==> src/rtl/rau_pkg.sv <==
// Package with shared types and constants for the rational arithmetic unit.
`default_nettype none
package rau_pkg;
  localparam int WORD_BITS = 32;
  localparam int CNT_BITS = $clog2(WORD_BITS + 1);

  typedef enum logic [1:0] {
    OP_ADD = 2'd0,
    OP_SUB = 2'd1,
    OP_MUL = 2'd2,
    OP_DIV = 2'd3
  } op_t;

  typedef enum logic [3:0] {
    ST_IDLE,
    ST_MUL1,
    ST_MUL2,
    ST_COMB,
    ST_GCD_START,
    ST_GCD_DIV,
    ST_GCD_STEP,
    ST_RED_N,
    ST_RED_N_DIV,
    ST_RED_D,
    ST_RED_D_DIV,
    ST_DONE
  } state_t;

  typedef struct packed {
    logic load;
    logic mul1;
    logic mul2;
    logic comb;
    logic gcd_init;
    logic div_start;
    logic div_step;
    logic gcd_swap;
    logic red_n_init;
    logic red_n_store;
    logic red_d_init;
    logic red_d_store;
  } cmd_t;

  typedef struct packed {
    logic special;
    logic skip_reduce;
    logic div_done;
    logic gcd_zero;
  } sts_t;
endpackage
`default_nettype wire

==> src/rtl/rational_arith_unit_top.sv <==
// Top level of the rational arithmetic unit with output register.
//
//   channel  direction  signals
//   in       input      in_valid, in_ready, in_op, in_a_num, in_a_den, in_b_num, in_b_den
//   out      output     out_valid, out_ready, out_res_num, out_res_den
//
// Special cases and zero results skip the reduction; every other word runs
// the GCD loop and then both reducing divisions on the bit-serial restoring
// divider, which the GCD loop and both reducing divisions share.
// Reset is synchronous and active low.
// A new word is taken once the previous result has moved to the output register.
`default_nettype none
module rational_arith_unit_top (
  input  wire logic        clk,
  input  wire logic        rst_n,
  input  wire logic        in_valid,
  output logic             in_ready,
  input  wire logic [1:0]  in_op,
  input  wire logic [31:0] in_a_num,
  input  wire logic [31:0] in_a_den,
  input  wire logic [31:0] in_b_num,
  input  wire logic [31:0] in_b_den,
  output logic             out_valid,
  input  wire logic        out_ready,
  output logic [31:0]      out_res_num,
  output logic [31:0]      out_res_den
);
  rau_pkg::cmd_t cmd;
  rau_pkg::sts_t sts;
  logic busy, done, out_free;
  logic out_valid_r;
  logic [31:0] res_num_r, res_den_r;
  logic [rau_pkg::WORD_BITS-1:0] rn, rd;
  logic [63:0] en, ed;

  assign out_free = !out_valid_r || out_ready;
  assign in_ready = !busy;

  rau_ctrl u_ctrl (
    .clk(clk), .rst_n(rst_n), .start(in_valid), .out_free(out_free),
    .sts(sts), .cmd(cmd), .busy(busy), .done(done)
  );

  rau_dp u_dp (
    .clk(clk), .cmd(cmd), .op(in_op), .a_num(in_a_num), .a_den(in_a_den),
    .b_num(in_b_num), .b_den(in_b_den), .sts(sts), .rn(rn), .rd(rd)
  );

  assign en = {{(64-rau_pkg::WORD_BITS){rn[rau_pkg::WORD_BITS-1]}}, rn};
  assign ed = {{(64-rau_pkg::WORD_BITS){rd[rau_pkg::WORD_BITS-1]}}, rd};

  always_ff @(posedge clk) begin
    if (!rst_n) begin
      out_valid_r <= 1'b0;
    end else if (done) begin
      out_valid_r <= 1'b1;
    end else if (out_ready) begin
      out_valid_r <= 1'b0;
    end
  end

  always_ff @(posedge clk) begin
    if (done) begin
      res_num_r <= en[31:0];
      res_den_r <= ed[31:0];
    end
  end

  assign out_valid = out_valid_r;
  assign out_res_num = res_num_r;
  assign out_res_den = res_den_r;
endmodule
`default_nettype wire

==> src/rtl/rau_ctrl.sv <==
// Controller state machine sequencing the multiply, GCD and reduction steps.
`default_nettype none
module rau_ctrl (
  input  wire logic          clk,
  input  wire logic          rst_n,
  input  wire logic          start,
  input  wire logic          out_free,
  input  wire rau_pkg::sts_t sts,
  output rau_pkg::cmd_t      cmd,
  output logic               busy,
  output logic               done
);
  rau_pkg::state_t state_r, state_nxt;

  always_ff @(posedge clk) begin
    if (!rst_n) begin
      state_r <= rau_pkg::ST_IDLE;
    end else begin
      state_r <= state_nxt;
    end
  end

  always_comb begin
    state_nxt = state_r;
    cmd = '0;
    done = 1'b0;
    busy = (state_r != rau_pkg::ST_IDLE);
    case (state_r)
      rau_pkg::ST_IDLE: begin
        if (start) begin
          cmd.load = 1'b1;
          state_nxt = rau_pkg::ST_MUL1;
        end
      end
      rau_pkg::ST_MUL1: begin
        cmd.mul1 = 1'b1;
        state_nxt = rau_pkg::ST_MUL2;
      end
      rau_pkg::ST_MUL2: begin
        cmd.mul2 = 1'b1;
        state_nxt = rau_pkg::ST_COMB;
      end
      rau_pkg::ST_COMB: begin
        cmd.comb = 1'b1;
        state_nxt = rau_pkg::ST_GCD_START;
      end
      rau_pkg::ST_GCD_START: begin
        if (sts.special || sts.skip_reduce) begin
          state_nxt = rau_pkg::ST_DONE;
        end else begin
          cmd.gcd_init = 1'b1;
          state_nxt = rau_pkg::ST_GCD_STEP;
        end
      end
      rau_pkg::ST_GCD_STEP: begin
        if (sts.gcd_zero) begin
          state_nxt = rau_pkg::ST_RED_N;
        end else begin
          cmd.div_start = 1'b1;
          state_nxt = rau_pkg::ST_GCD_DIV;
        end
      end
      rau_pkg::ST_GCD_DIV: begin
        if (sts.div_done) begin
          cmd.gcd_swap = 1'b1;
          state_nxt = rau_pkg::ST_GCD_STEP;
        end else begin
          cmd.div_step = 1'b1;
        end
      end
      rau_pkg::ST_RED_N: begin
        cmd.red_n_init = 1'b1;
        cmd.div_start = 1'b1;
        state_nxt = rau_pkg::ST_RED_N_DIV;
      end
      rau_pkg::ST_RED_N_DIV: begin
        if (sts.div_done) begin
          cmd.red_n_store = 1'b1;
          state_nxt = rau_pkg::ST_RED_D;
        end else begin
          cmd.div_step = 1'b1;
        end
      end
      rau_pkg::ST_RED_D: begin
        cmd.red_d_init = 1'b1;
        cmd.div_start = 1'b1;
        state_nxt = rau_pkg::ST_RED_D_DIV;
      end
      rau_pkg::ST_RED_D_DIV: begin
        if (sts.div_done) begin
          cmd.red_d_store = 1'b1;
          state_nxt = rau_pkg::ST_DONE;
        end else begin
          cmd.div_step = 1'b1;
        end
      end
      rau_pkg::ST_DONE: begin
        if (out_free) begin
          done = 1'b1;
          state_nxt = rau_pkg::ST_IDLE;
        end
      end
      default: begin
        state_nxt = rau_pkg::ST_IDLE;
      end
    endcase
  end
endmodule
`default_nettype wire

==> src/rtl/rau_dp.sv <==
// Datapath with operand registers, shared multiplier and a restoring divider.
`default_nettype none
module rau_dp (
  input  wire logic                       clk,
  input  wire rau_pkg::cmd_t              cmd,
  input  wire logic [1:0]                 op,
  input  wire logic [31:0]                a_num,
  input  wire logic [31:0]                a_den,
  input  wire logic [31:0]                b_num,
  input  wire logic [31:0]                b_den,
  output rau_pkg::sts_t                   sts,
  output logic [rau_pkg::WORD_BITS-1:0]   rn,
  output logic [rau_pkg::WORD_BITS-1:0]   rd
);
  localparam int W = rau_pkg::WORD_BITS;

  logic [1:0]   op_r;
  logic [W-1:0] an_r, ad_r, bn_r, bd_r;
  logic [W-1:0] p0_r, p1_r;
  logic [W-1:0] rn_r, rd_r;
  logic         special_r;
  logic [W-1:0] ga_r, gb_r;
  logic [W-1:0] dq_r, drem_r, dvs_r;
  logic [rau_pkg::CNT_BITS-1:0] dcnt_r;
  logic [W-1:0] mul_x, mul_y, mul_p;
  logic [W:0]   trial;
  logic [W-1:0] rem_sh;
  logic [W-1:0] mag_rn, mag_rd, sel_x;
  logic         a_nan, b_nan, az, bz, anz, bnz, neg_ab;
  logic [W-1:0] sp_n;
  logic         sp_is;

  function automatic logic [W-1:0] wrapf(input logic [31:0] v);
    logic [63:0] e;
    e = {{32{v[31]}}, v};
    return e[W-1:0];
  endfunction

  function automatic logic [W-1:0] magf(input logic [W-1:0] v);
    return v[W-1] ? (~v + 1'b1) : v;
  endfunction

  always_comb begin
    mul_x = an_r;
    mul_y = bd_r;
    case (rau_pkg::op_t'(op_r))
      rau_pkg::OP_MUL: begin
        mul_x = cmd.mul1 ? an_r : ad_r;
        mul_y = cmd.mul1 ? bn_r : bd_r;
      end
      rau_pkg::OP_DIV: begin
        mul_x = cmd.mul1 ? an_r : ad_r;
        mul_y = cmd.mul1 ? bd_r : bn_r;
      end
      default: begin
        mul_x = cmd.mul1 ? an_r : (cmd.mul2 ? bn_r : ad_r);
        mul_y = cmd.mul1 ? bd_r : (cmd.mul2 ? ad_r : bd_r);
      end
    endcase
    mul_p = mul_x * mul_y;
  end

  always_comb begin
    a_nan = (an_r == '0) && (ad_r == '0);
    b_nan = (bn_r == '0) && (bd_r == '0);
    az = (ad_r == '0);
    bz = (bd_r == '0);
    anz = (an_r == '0);
    bnz = (bn_r == '0);
    neg_ab = an_r[W-1] ^ bn_r[W-1];
    sp_is = 1'b1;
    sp_n = '0;
    if (a_nan || b_nan) begin
      sp_n = '0;
    end else begin
      case (rau_pkg::op_t'(op_r))
        rau_pkg::OP_ADD: begin
          sp_is = az || bz;
          sp_n = W'(1);
        end
        rau_pkg::OP_SUB: begin
          sp_is = az || bz;
          sp_n = (az && bz) ? '0 : (az ? W'(1) : '1);
        end
        rau_pkg::OP_MUL: begin
          sp_is = az || bz;
          if ((az && bnz) || (anz && bz)) begin
            sp_n = '0;
          end else begin
            sp_n = neg_ab ? '1 : W'(1);
          end
        end
        default: begin
          if ((anz && bnz) || (az && bz)) begin
            sp_is = 1'b1;
            sp_n = '0;
          end else begin
            sp_is = az || bnz;
            sp_n = an_r[W-1] ? '1 : W'(1);
          end
        end
      endcase
    end
  end

  assign mag_rn = magf(rn_r);
  assign mag_rd = magf(rd_r);
  assign rem_sh = {drem_r[W-2:0], dq_r[W-1]};
  assign trial = {drem_r, dq_r[W-1]} - {1'b0, dvs_r};
  assign sel_x = cmd.red_n_init ? mag_rn : (cmd.red_d_init ? mag_rd : ga_r);

  always_ff @(posedge clk) begin
    if (cmd.load) begin
      op_r <= op;
      an_r <= wrapf(a_num);
      ad_r <= wrapf(a_den);
      bn_r <= wrapf(b_num);
      bd_r <= wrapf(b_den);
    end
    if (cmd.mul1) begin
      p0_r <= mul_p;
    end
    if (cmd.mul2) begin
      p1_r <= mul_p;
    end
    if (cmd.comb) begin
      special_r <= sp_is || a_nan || b_nan;
      if (sp_is || a_nan || b_nan) begin
        rn_r <= sp_n;
        rd_r <= '0;
      end else begin
        case (rau_pkg::op_t'(op_r))
          rau_pkg::OP_ADD: rn_r <= p0_r + p1_r;
          rau_pkg::OP_SUB: rn_r <= p0_r - p1_r;
          default:         rn_r <= p0_r;
        endcase
        rd_r <= (op_r[1]) ? p1_r : mul_p;
      end
    end
    if (cmd.gcd_init) begin
      ga_r <= (mag_rd > mag_rn) ? mag_rd : mag_rn;
      gb_r <= (mag_rd > mag_rn) ? mag_rn : mag_rd;
    end
    if (cmd.div_start) begin
      dq_r <= sel_x;
      drem_r <= '0;
      dvs_r <= (cmd.red_n_init || cmd.red_d_init) ? ga_r : gb_r;
      dcnt_r <= rau_pkg::CNT_BITS'(W);
    end else if (cmd.div_step) begin
      if (!trial[W]) begin
        drem_r <= trial[W-1:0];
        dq_r <= {dq_r[W-2:0], 1'b1};
      end else begin
        drem_r <= rem_sh;
        dq_r <= {dq_r[W-2:0], 1'b0};
      end
      dcnt_r <= dcnt_r - 1'b1;
    end
    if (cmd.gcd_swap) begin
      ga_r <= gb_r;
      gb_r <= drem_r;
    end
    if (cmd.red_n_store) begin
      rn_r <= rn_r[W-1] ? (~dq_r + 1'b1) : dq_r;
    end
    if (cmd.red_d_store) begin
      rd_r <= rd_r[W-1] ? (~dq_r + 1'b1) : dq_r;
    end
  end

  assign sts.special = special_r;
  assign sts.skip_reduce = (rn_r == '0) || (rd_r == '0);
  assign sts.div_done = (dcnt_r == '0);
  assign sts.gcd_zero = (gb_r == '0);
  assign rn = rn_r;
  assign rd = rd_r;
endmodule
`default_nettype wire
==> config.mk <==
export PLATFORM = sky130hd
export DESIGN_NAME = rational_arith_unit_top
export DESIGN_NICKNAME = d
export VERILOG_FILES = /design/src/rtl/rau_pkg.sv /design/src/rtl/rational_arith_unit_top.sv /design/src/rtl/rau_ctrl.sv /design/src/rtl/rau_dp.sv
export SDC_FILE = /design/constraint.sdc
export NUM_CORES = 2
export LEC_CHECK = 0
export CORE_AREA = 2 2 355 357
export CTS_BUF_LIST = sky130_fd_sc_hd__clkbuf_4
export CTS_CLUSTER_SIZE = 40
export DETAILED_ROUTE_END_ITERATION = 8
export DIE_AREA = 0 0 357 359
export DONT_BUFFER_PORTS = 1
export PLACE_DENSITY = 0.52
export SETUP_SLACK_MARGIN = 0.2
export SYNTH_ARGS = -nofsm -noshare
export SYNTH_HDL_FRONTEND = slang
export SYNTH_SLANG_ARGS = --single-unit
==> constraint.sdc <==
create_clock -name clk -period 14.1 [get_ports clk]
set_input_delay 1.41 -clock clk [delete_from_list [all_inputs] [get_ports clk]]
set_output_delay 1.41 -clock clk [all_outputs]
set_load 0.03 [all_outputs]
Yosys cells after proc, flatten, opt, wreduce, memory -nomap -nowiden
Cells that the tools add are included.
{"block": "totals", "elab_cells": 166, "regBits": 494}
{"block": "op_classes", "eq_ne": 19, "n_mux": 74, "magnitude_cmp": 1, "reduce_logical": 40, "addsub": 7, "bitwise": 4, "n_mul": 1}
{"op": "32-bit two-way mux", "count": 38}
{"op": "32-bit logical NOT", "count": 7}
{"op": "32-bit one-hot mux with 2 select lines", "count": 2}
{"op": "32-bit by 1-bit adder with 32-bit output (second input constant)", "count": 3}
{"op": "32-bit inverter", "count": 3}
{"op": "32-bit one-hot mux with 3 select lines", "count": 1}
{"op": "4-bit one-hot mux with 12 select lines", "count": 1}
{"op": "33-bit by 32-bit subtractor with 33-bit output", "count": 1}
{"op": "32-bit adder", "count": 1}
{"op": "32-bit > comparator", "count": 1}
{"op": "32-bit by 32-bit multiplier with 32-bit output", "count": 1}
{"op": "32-bit subtractor", "count": 1}
{"op": "1-bit two-way mux", "count": 24}
{"op": "4-bit two-way mux", "count": 6}
{"op": "4-bit by 3-bit == test with 1-bit output (second input constant)", "count": 4}
{"op": "4-bit == test (second input constant)", "count": 4}
{"op": "1-bit logical OR", "count": 11}
{"op": "2-bit != test (second input constant)", "count": 5}
{"op": "2-bit nonzero test", "count": 5}
{"op": "4-bit by 2-bit == test with 1-bit output (second input constant)", "count": 2}
{"op": "1-bit logical AND", "count": 6}
{"op": "6-bit logical NOT", "count": 1}
{"op": "3-bit OR reduction", "count": 2}
{"op": "6-bit by 1-bit subtractor with 6-bit output (second input constant)", "count": 1}
{"op": "12 further kinds", "count": 15}

Logic depth before layout (Yosys ltp)
{"block": "logic_depth", "word_depth": 11, "ltp_mapped": 41}

Modules after synthesis
From an unflattened synthesis, not the netlist that was laid out.
{"block": "unflattened", "cells_unflattened": 4575, "hier_area_um2": 44780.4}
{"module": "rau_dp", "cells_each": 4445, "seq_area_each_um2": 12381.9, "area_each_um2": 42399.4, "instances": 1}
{"module": "rational_arith_unit_top", "cells_each": 69, "seq_area_each_um2": 1941.9, "area_each_um2": 1974.4, "instances": 1}
{"module": "rau_ctrl", "cells_each": 61, "seq_area_each_um2": 80.1, "area_each_um2": 406.6, "instances": 1}

Worst setup path before layout
Ideal clock, no wire load.
{"block": "synth_path", "kind": "input-to-reg", "startpoint": "in in_valid", "endpoint": "reg u_dp.ad_r[0] (enable)", "arrival_time_ns": 10.179, "cell_stages": 2, "setup_time_ns": 0.778, "n_path_buf": 0, "slack_ns": 3.143, "required_ns": 13.322, "path_cell_list": "inv_1 > nor3_1"}
{"element": "start: declaration", "line_no": "rational_arith_unit_top.sv:16", "source": "input wire logic in_valid,"}
{"element": "end signal: assignment", "line_no": "rau_dp.sv:116", "source": "ad_r <= wrapf(a_den);"}
{"element": "end: declaration", "line_no": "rau_dp.sv:18", "source": "logic [W-1:0] an_r, ad_r, bn_r, bd_r;"}

Worst setup path after layout
{"block": "layout_path", "startpoint": "reg u_ctrl.state_r[1]", "endpoint": "reg u_dp.rd_r[30] (netlist: u_dp.rd[30]), data pin"}
{"block": "layout_via", "elab_chain_cells": 10, "word_cells_on_any_way": 20, "cone_classes": "mul (1); eq/ne (3); mux (16)"}
{"element": "start: declaration", "line_no": "rau_ctrl.sv:13", "source": "rau_pkg::state_t state_r, state_nxt;"}
{"element": "start signal: assignment", "line_no": "rau_ctrl.sv:17", "source": "state_r <= rau_pkg::ST_IDLE;"}
{"element": "start signal: assignment", "line_no": "rau_ctrl.sv:19", "source": "state_r <= state_nxt;"}
{"element": "4-bit by 2-bit == test with 1-bit output", "line_no": "rau_ctrl.sv:28", "source": "case (state_r)"}
{"element": "1-bit two-way mux", "line_no": "rau_ctrl.sv:28"}
{"element": "32-bit two-way mux, on equally long branches (2 in series)", "line_no": "rau_dp.sv:57, rau_dp.sv:56"}
{"element": "32-bit one-hot mux with 2 select lines / 32-bit two-way mux (equally long branches)"}
{"element": "32-bit by 32-bit multiplier with 32-bit output *", "line_no": "rau_dp.sv:60", "source": "mul_p = mul_x * mul_y;"}
{"element": "net u_dp.mul_p[30]", "line_no": "rau_dp.sv:25", "source": "logic [W-1:0] mul_x, mul_y, mul_p;"}
{"element": "32-bit two-way mux *", "line_no": "rau_dp.sv:137", "source": "rd_r <= (op_r[1]) ? p1_r : mul_p;"}
{"element": "32-bit two-way mux *", "line_no": "rau_dp.sv:128", "source": "if (sp_is || a_nan || b_nan) begin"}
{"element": "32-bit two-way mux *", "line_no": "rau_dp.sv:126", "source": "if (cmd.comb) begin"}
{"element": "32-bit two-way mux *", "line_no": "rau_dp.sv:166", "source": "if (cmd.red_d_store) begin"}
{"element": "end signal: assignment", "line_no": "rau_dp.sv:137"}
{"element": "end signal: assignment", "line_no": "rau_dp.sv:167", "source": "rd_r <= rd_r[W-1] ? (~dq_r + 1'b1) : dq_r;"}
{"element": "end: declaration", "line_no": "rau_dp.sv:20", "source": "logic [W-1:0] rn_r, rd_r;"}
The timed path passes the listed nets; every way through them passes the cells marked *. The select of a mux whose other input is x is not followed.
A chain may end at the register's enable or synchronous reset.

==> summary.json <==
{
  "final_layout_size_suffix_gt1_frac": {"value": 0.0935},
  "outcome": {"value": "completed"},
  "numCtsBuffers": {"value": 136},
  "place_congestion": {"value": 0.972},
  "place.detailed.hpwl": {"value": 112000, "unit": "um"},
  "yosys-top-cells-count": {"value": "nor2_1, inv_1, edfxtp_1"},
  "yosysWarnings": {"value": 0},
  "pin_count_of_the_biggest_net_entering_global_routing": {"value": 86},
  "dieHeight": {"value": 359, "unit": "um"},
  "final_count_of_pins_violating_max_slew": {"value": 0},
  "initial_core_util": {"value": 0.347},
  "io_buffers": {"value": 0},
  "crit_fanout": {"value": 49},
  "wl_per_cell": {"value": 23.3, "unit": "um"},
  "top_level_ports": {"value": 200},
  "initial_antenna_violation_count": {"value": 9},
  "post_synth_main_area_contributors": {"value": "edfxtp_1, fa_1, ha_1"},
  "grt_pass1_vias": {"value": 33800},
  "clock.fmax": {"value": 91.8, "unit": "MHz"},
  "synth-async-reset-ratio": {"value": 0},
  "crit_type": {"value": "reg2reg"},
  "floorplan.core_area": {"value": 0.125, "unit": "sq mm"},
  "cp_slowest_cell": {"value": "o21ai_1"},
  "synth-main-ff-cell": {"value": "edfxtp_1"},
  "timing.slew.headroom": {"value": 0.156},
  "path_clk_slew": {"value": 0.07, "unit": "ns"},
  "netlist_area": {"value": 0.0433, "unit": "sq mm"},
  "via_count": {"value": 33400},
  "synth_cells": {"value": 4444},
  "post_synth_num_cell_types": {"value": 78},
  "worstMarginPinSlew": {"value": 1.26, "unit": "ns"},
  "synth_most_common_cell": {"value": "nor2_1"},
  "drc_errors": {"value": 0},
  "drt.antenna.violating_nets": {"value": 0},
  "drt_iter0_markers": {"value": 2454},
  "fin_crit": {"value": 10.89, "unit": "ns"},
  "cts.hold.buffers_added": {"value": 0},
  "setup_repair_after_global_routing_missed_its_margin": {"value": "no"},
  "synth-seq-cells": {"value": 494},
  "clkLatencyLatePin": {"value": 1.13, "unit": "ns"},
  "post_synthesis_sequential_area_ratio": {"value": 0.333},
  "drv_cap": {"value": 0},
  "final_clock_skew": {"value": 0.0950, "unit": "ns"},
  "synth-edff-count": {"value": 451},
  "seq_area": {"value": 0.0144, "unit": "sq mm"},
  "synth.largest_area_cell": {"value": "edfxtp_1"},
  "timing.critical_path.slowest_cell_delay": {"value": 0.92, "unit": "ns"},
  "worst_hold_path_type": {"value": "in2reg"},
  "final_cell_count_no_fill": {"value": 6203},
  "placed_cells": {"value": 5960},
  "critical_path.endpoint_type": {"value": "flop"},
  "start_kind": {"value": "flop"},
  "crit_path_frequent_cell": {"value": "fa_1"},
  "area_of_the_multi_input_gates": {"value": 0.0263, "unit": "sq mm"},
  "grt_first_pass_wirelength": {"value": 217000, "unit": "um"},
  "routed_wl": {"value": 144000, "unit": "um"},
  "cts.path.max_buffers": {"value": 3},
  "design.die.area": {"value": 0.128, "unit": "sq mm"},
  "fp-row-count": {"value": 130},
  "synthToLayoutAreaGrowth": {"value": 8.43, "unit": "%"},
  "postSynthAreaPerCell": {"value": 9.73, "unit": "sq um"},
  "worst_ep_required_time": {"value": 14.91, "unit": "ns"},
  "nNetsFinal": {"value": 5215},
  "final.fill_count": {"value": 12800},
  "final.period_utilization": {"value": 0.772},
  "ctsHtreeMaxLevel": {"value": 4},
  "clock_sink_count": {"value": 494},
  "grt_overflow_total": {"value": 0},
  "via_per_inst": {"value": 5.39},
  "finalCoreUtilization": {"value": 0.376},
  "postCtsSetupRepairBufs": {"value": 0},
  "clock_tree_from_tritoncts": {"value": "done"},
  "root_buffer": {"value": "clkbuf_4"},
  "timing_hold_violations_final": {"value": 0},
  "post_cts_resized": {"value": 0},
  "die_width": {"value": 357, "unit": "um"},
  "setup-violations-final": {"value": 0},
  "synthesis.nets": {"value": 5211},
  "fin_setup_tns": {"value": 0, "unit": "ns"},
  "gr-usage-all-layers": {"value": 0.225},
  "worst_ep_arrival_time": {"value": 11.70, "unit": "ns"},
  "drt_first_pass_iters": {"value": 8},
  "worst_hold_slack": {"value": 0.418, "unit": "ns"},
  "netlist.area_leader.share": {"value": 0.313}
}
[metrics by stage]
stage               cell area (sq um)  setup WS, ns
floorplan                       43300          3.14
global placement                45200          3.53
detailed placement              45200          3.38
CTS                             46900          3.36
global route                    46900          2.67
finish                          46900          3.21
[critical path: cells and delay by family (launching register included)]
family / cells / cell delay (ns)
xor gates and xnor gates: 1 / 0.11
and+or+nand+nor: 3 / 1.21
AOI/OAI and AO/OA: 13 / 3.38
DFF: 1 / 0.70
adders and majority gates: 9 / 4.03
buffers and inverters: 6 / 1.08
[path summary, 6_finish.rpt]
kind / end / slack (ns) / depth (start not counted) / startpoint
hold / removal: u_dp.ad_r[3]$_DFFE_PP_ / 0.42 / 0 / in_a_den[3]
setup reg to reg: u_dp.rd[30]$_DFFE_PP_ / 3.21 / 32 / u_ctrl.state_r[1]$_SDFFE_PN0P_
hold reg to reg: u_dp.drem_r[4]$_SDFFE_PP0P_ / 0.49 / 2 / u_dp.drem_r[4]$_SDFFE_PP0P_
setup / recovery: u_dp.rd[30]$_DFFE_PP_ / 3.21 / 32 / u_ctrl.state_r[1]$_SDFFE_PN0P_
[routing by layer]
layer,global-route usage,wire (um)
met4,0.0988,6450
met1,0.290,61100
met3,0.0390,8250
met5,0,0
met2,0.371,68500
[final cells by class]
cell class                 instances  share of cell area
multi-input combinational       3232               0.560
sequential                       494               0.307
tap                             1650              0.0440
inverter                         516              0.0414
clock buffer                     188              0.0301
timing repair buffer              68              0.0109
clock inverter                    46             0.00622
antenna                            9            0.000480
[flip-flops by register name, indices dropped and copies added (netlist names)]
signal / flops
u_dp.bd_r: 32
out_res_den: 32
u_dp.rn: 32
u_dp.gb_r: 32
u_dp.special_r: 1
u_dp.p0_r: 32
out_valid: 1
u_ctrl.state_r: 4
out_res_num: 32
u_dp.ad_r: 32
u_dp.op_r: 2
u_dp.rd: 32
u_dp.bn_r: 32
u_dp.dvs_r: 32
u_dp.dq_r: 32
u_dp.dcnt_r: 6
u_dp.drem_r: 32
u_dp.ga_r: 32
u_dp.an_r: 32
u_dp.p1_r: 32
[cell usage in the layout (no fill, tap or decap), types with 126 or more instances in the layout]
cell | netlist | layout
edfxtp_1 | 451 | 451
nand2_1 | 436 | 435
inv_1 | 514 | 514
xor2_1 | 153 | 153
fa_1 | 410 | 410
clkbuf_4 | 0 | 188
nor2_1 | 611 | 609
xnor2_1 | 126 | 126
o21ai_0 | 158 | 152
a21oi_1 | 231 | 231
ha_1 | 223 | 223
[cells by family after synthesis]
family | share of synthesized area
mux | 0.0303
buf+inv | 0.0638
xor+xnor | 0.0599
simple gates | 0.139
flops | 0.333
compound gates | 0.120
fa+ha+maj | 0.254
Power is not shown: default switching activity piles up to over one toggle a cycle in this logic, so the estimate is an artifact.
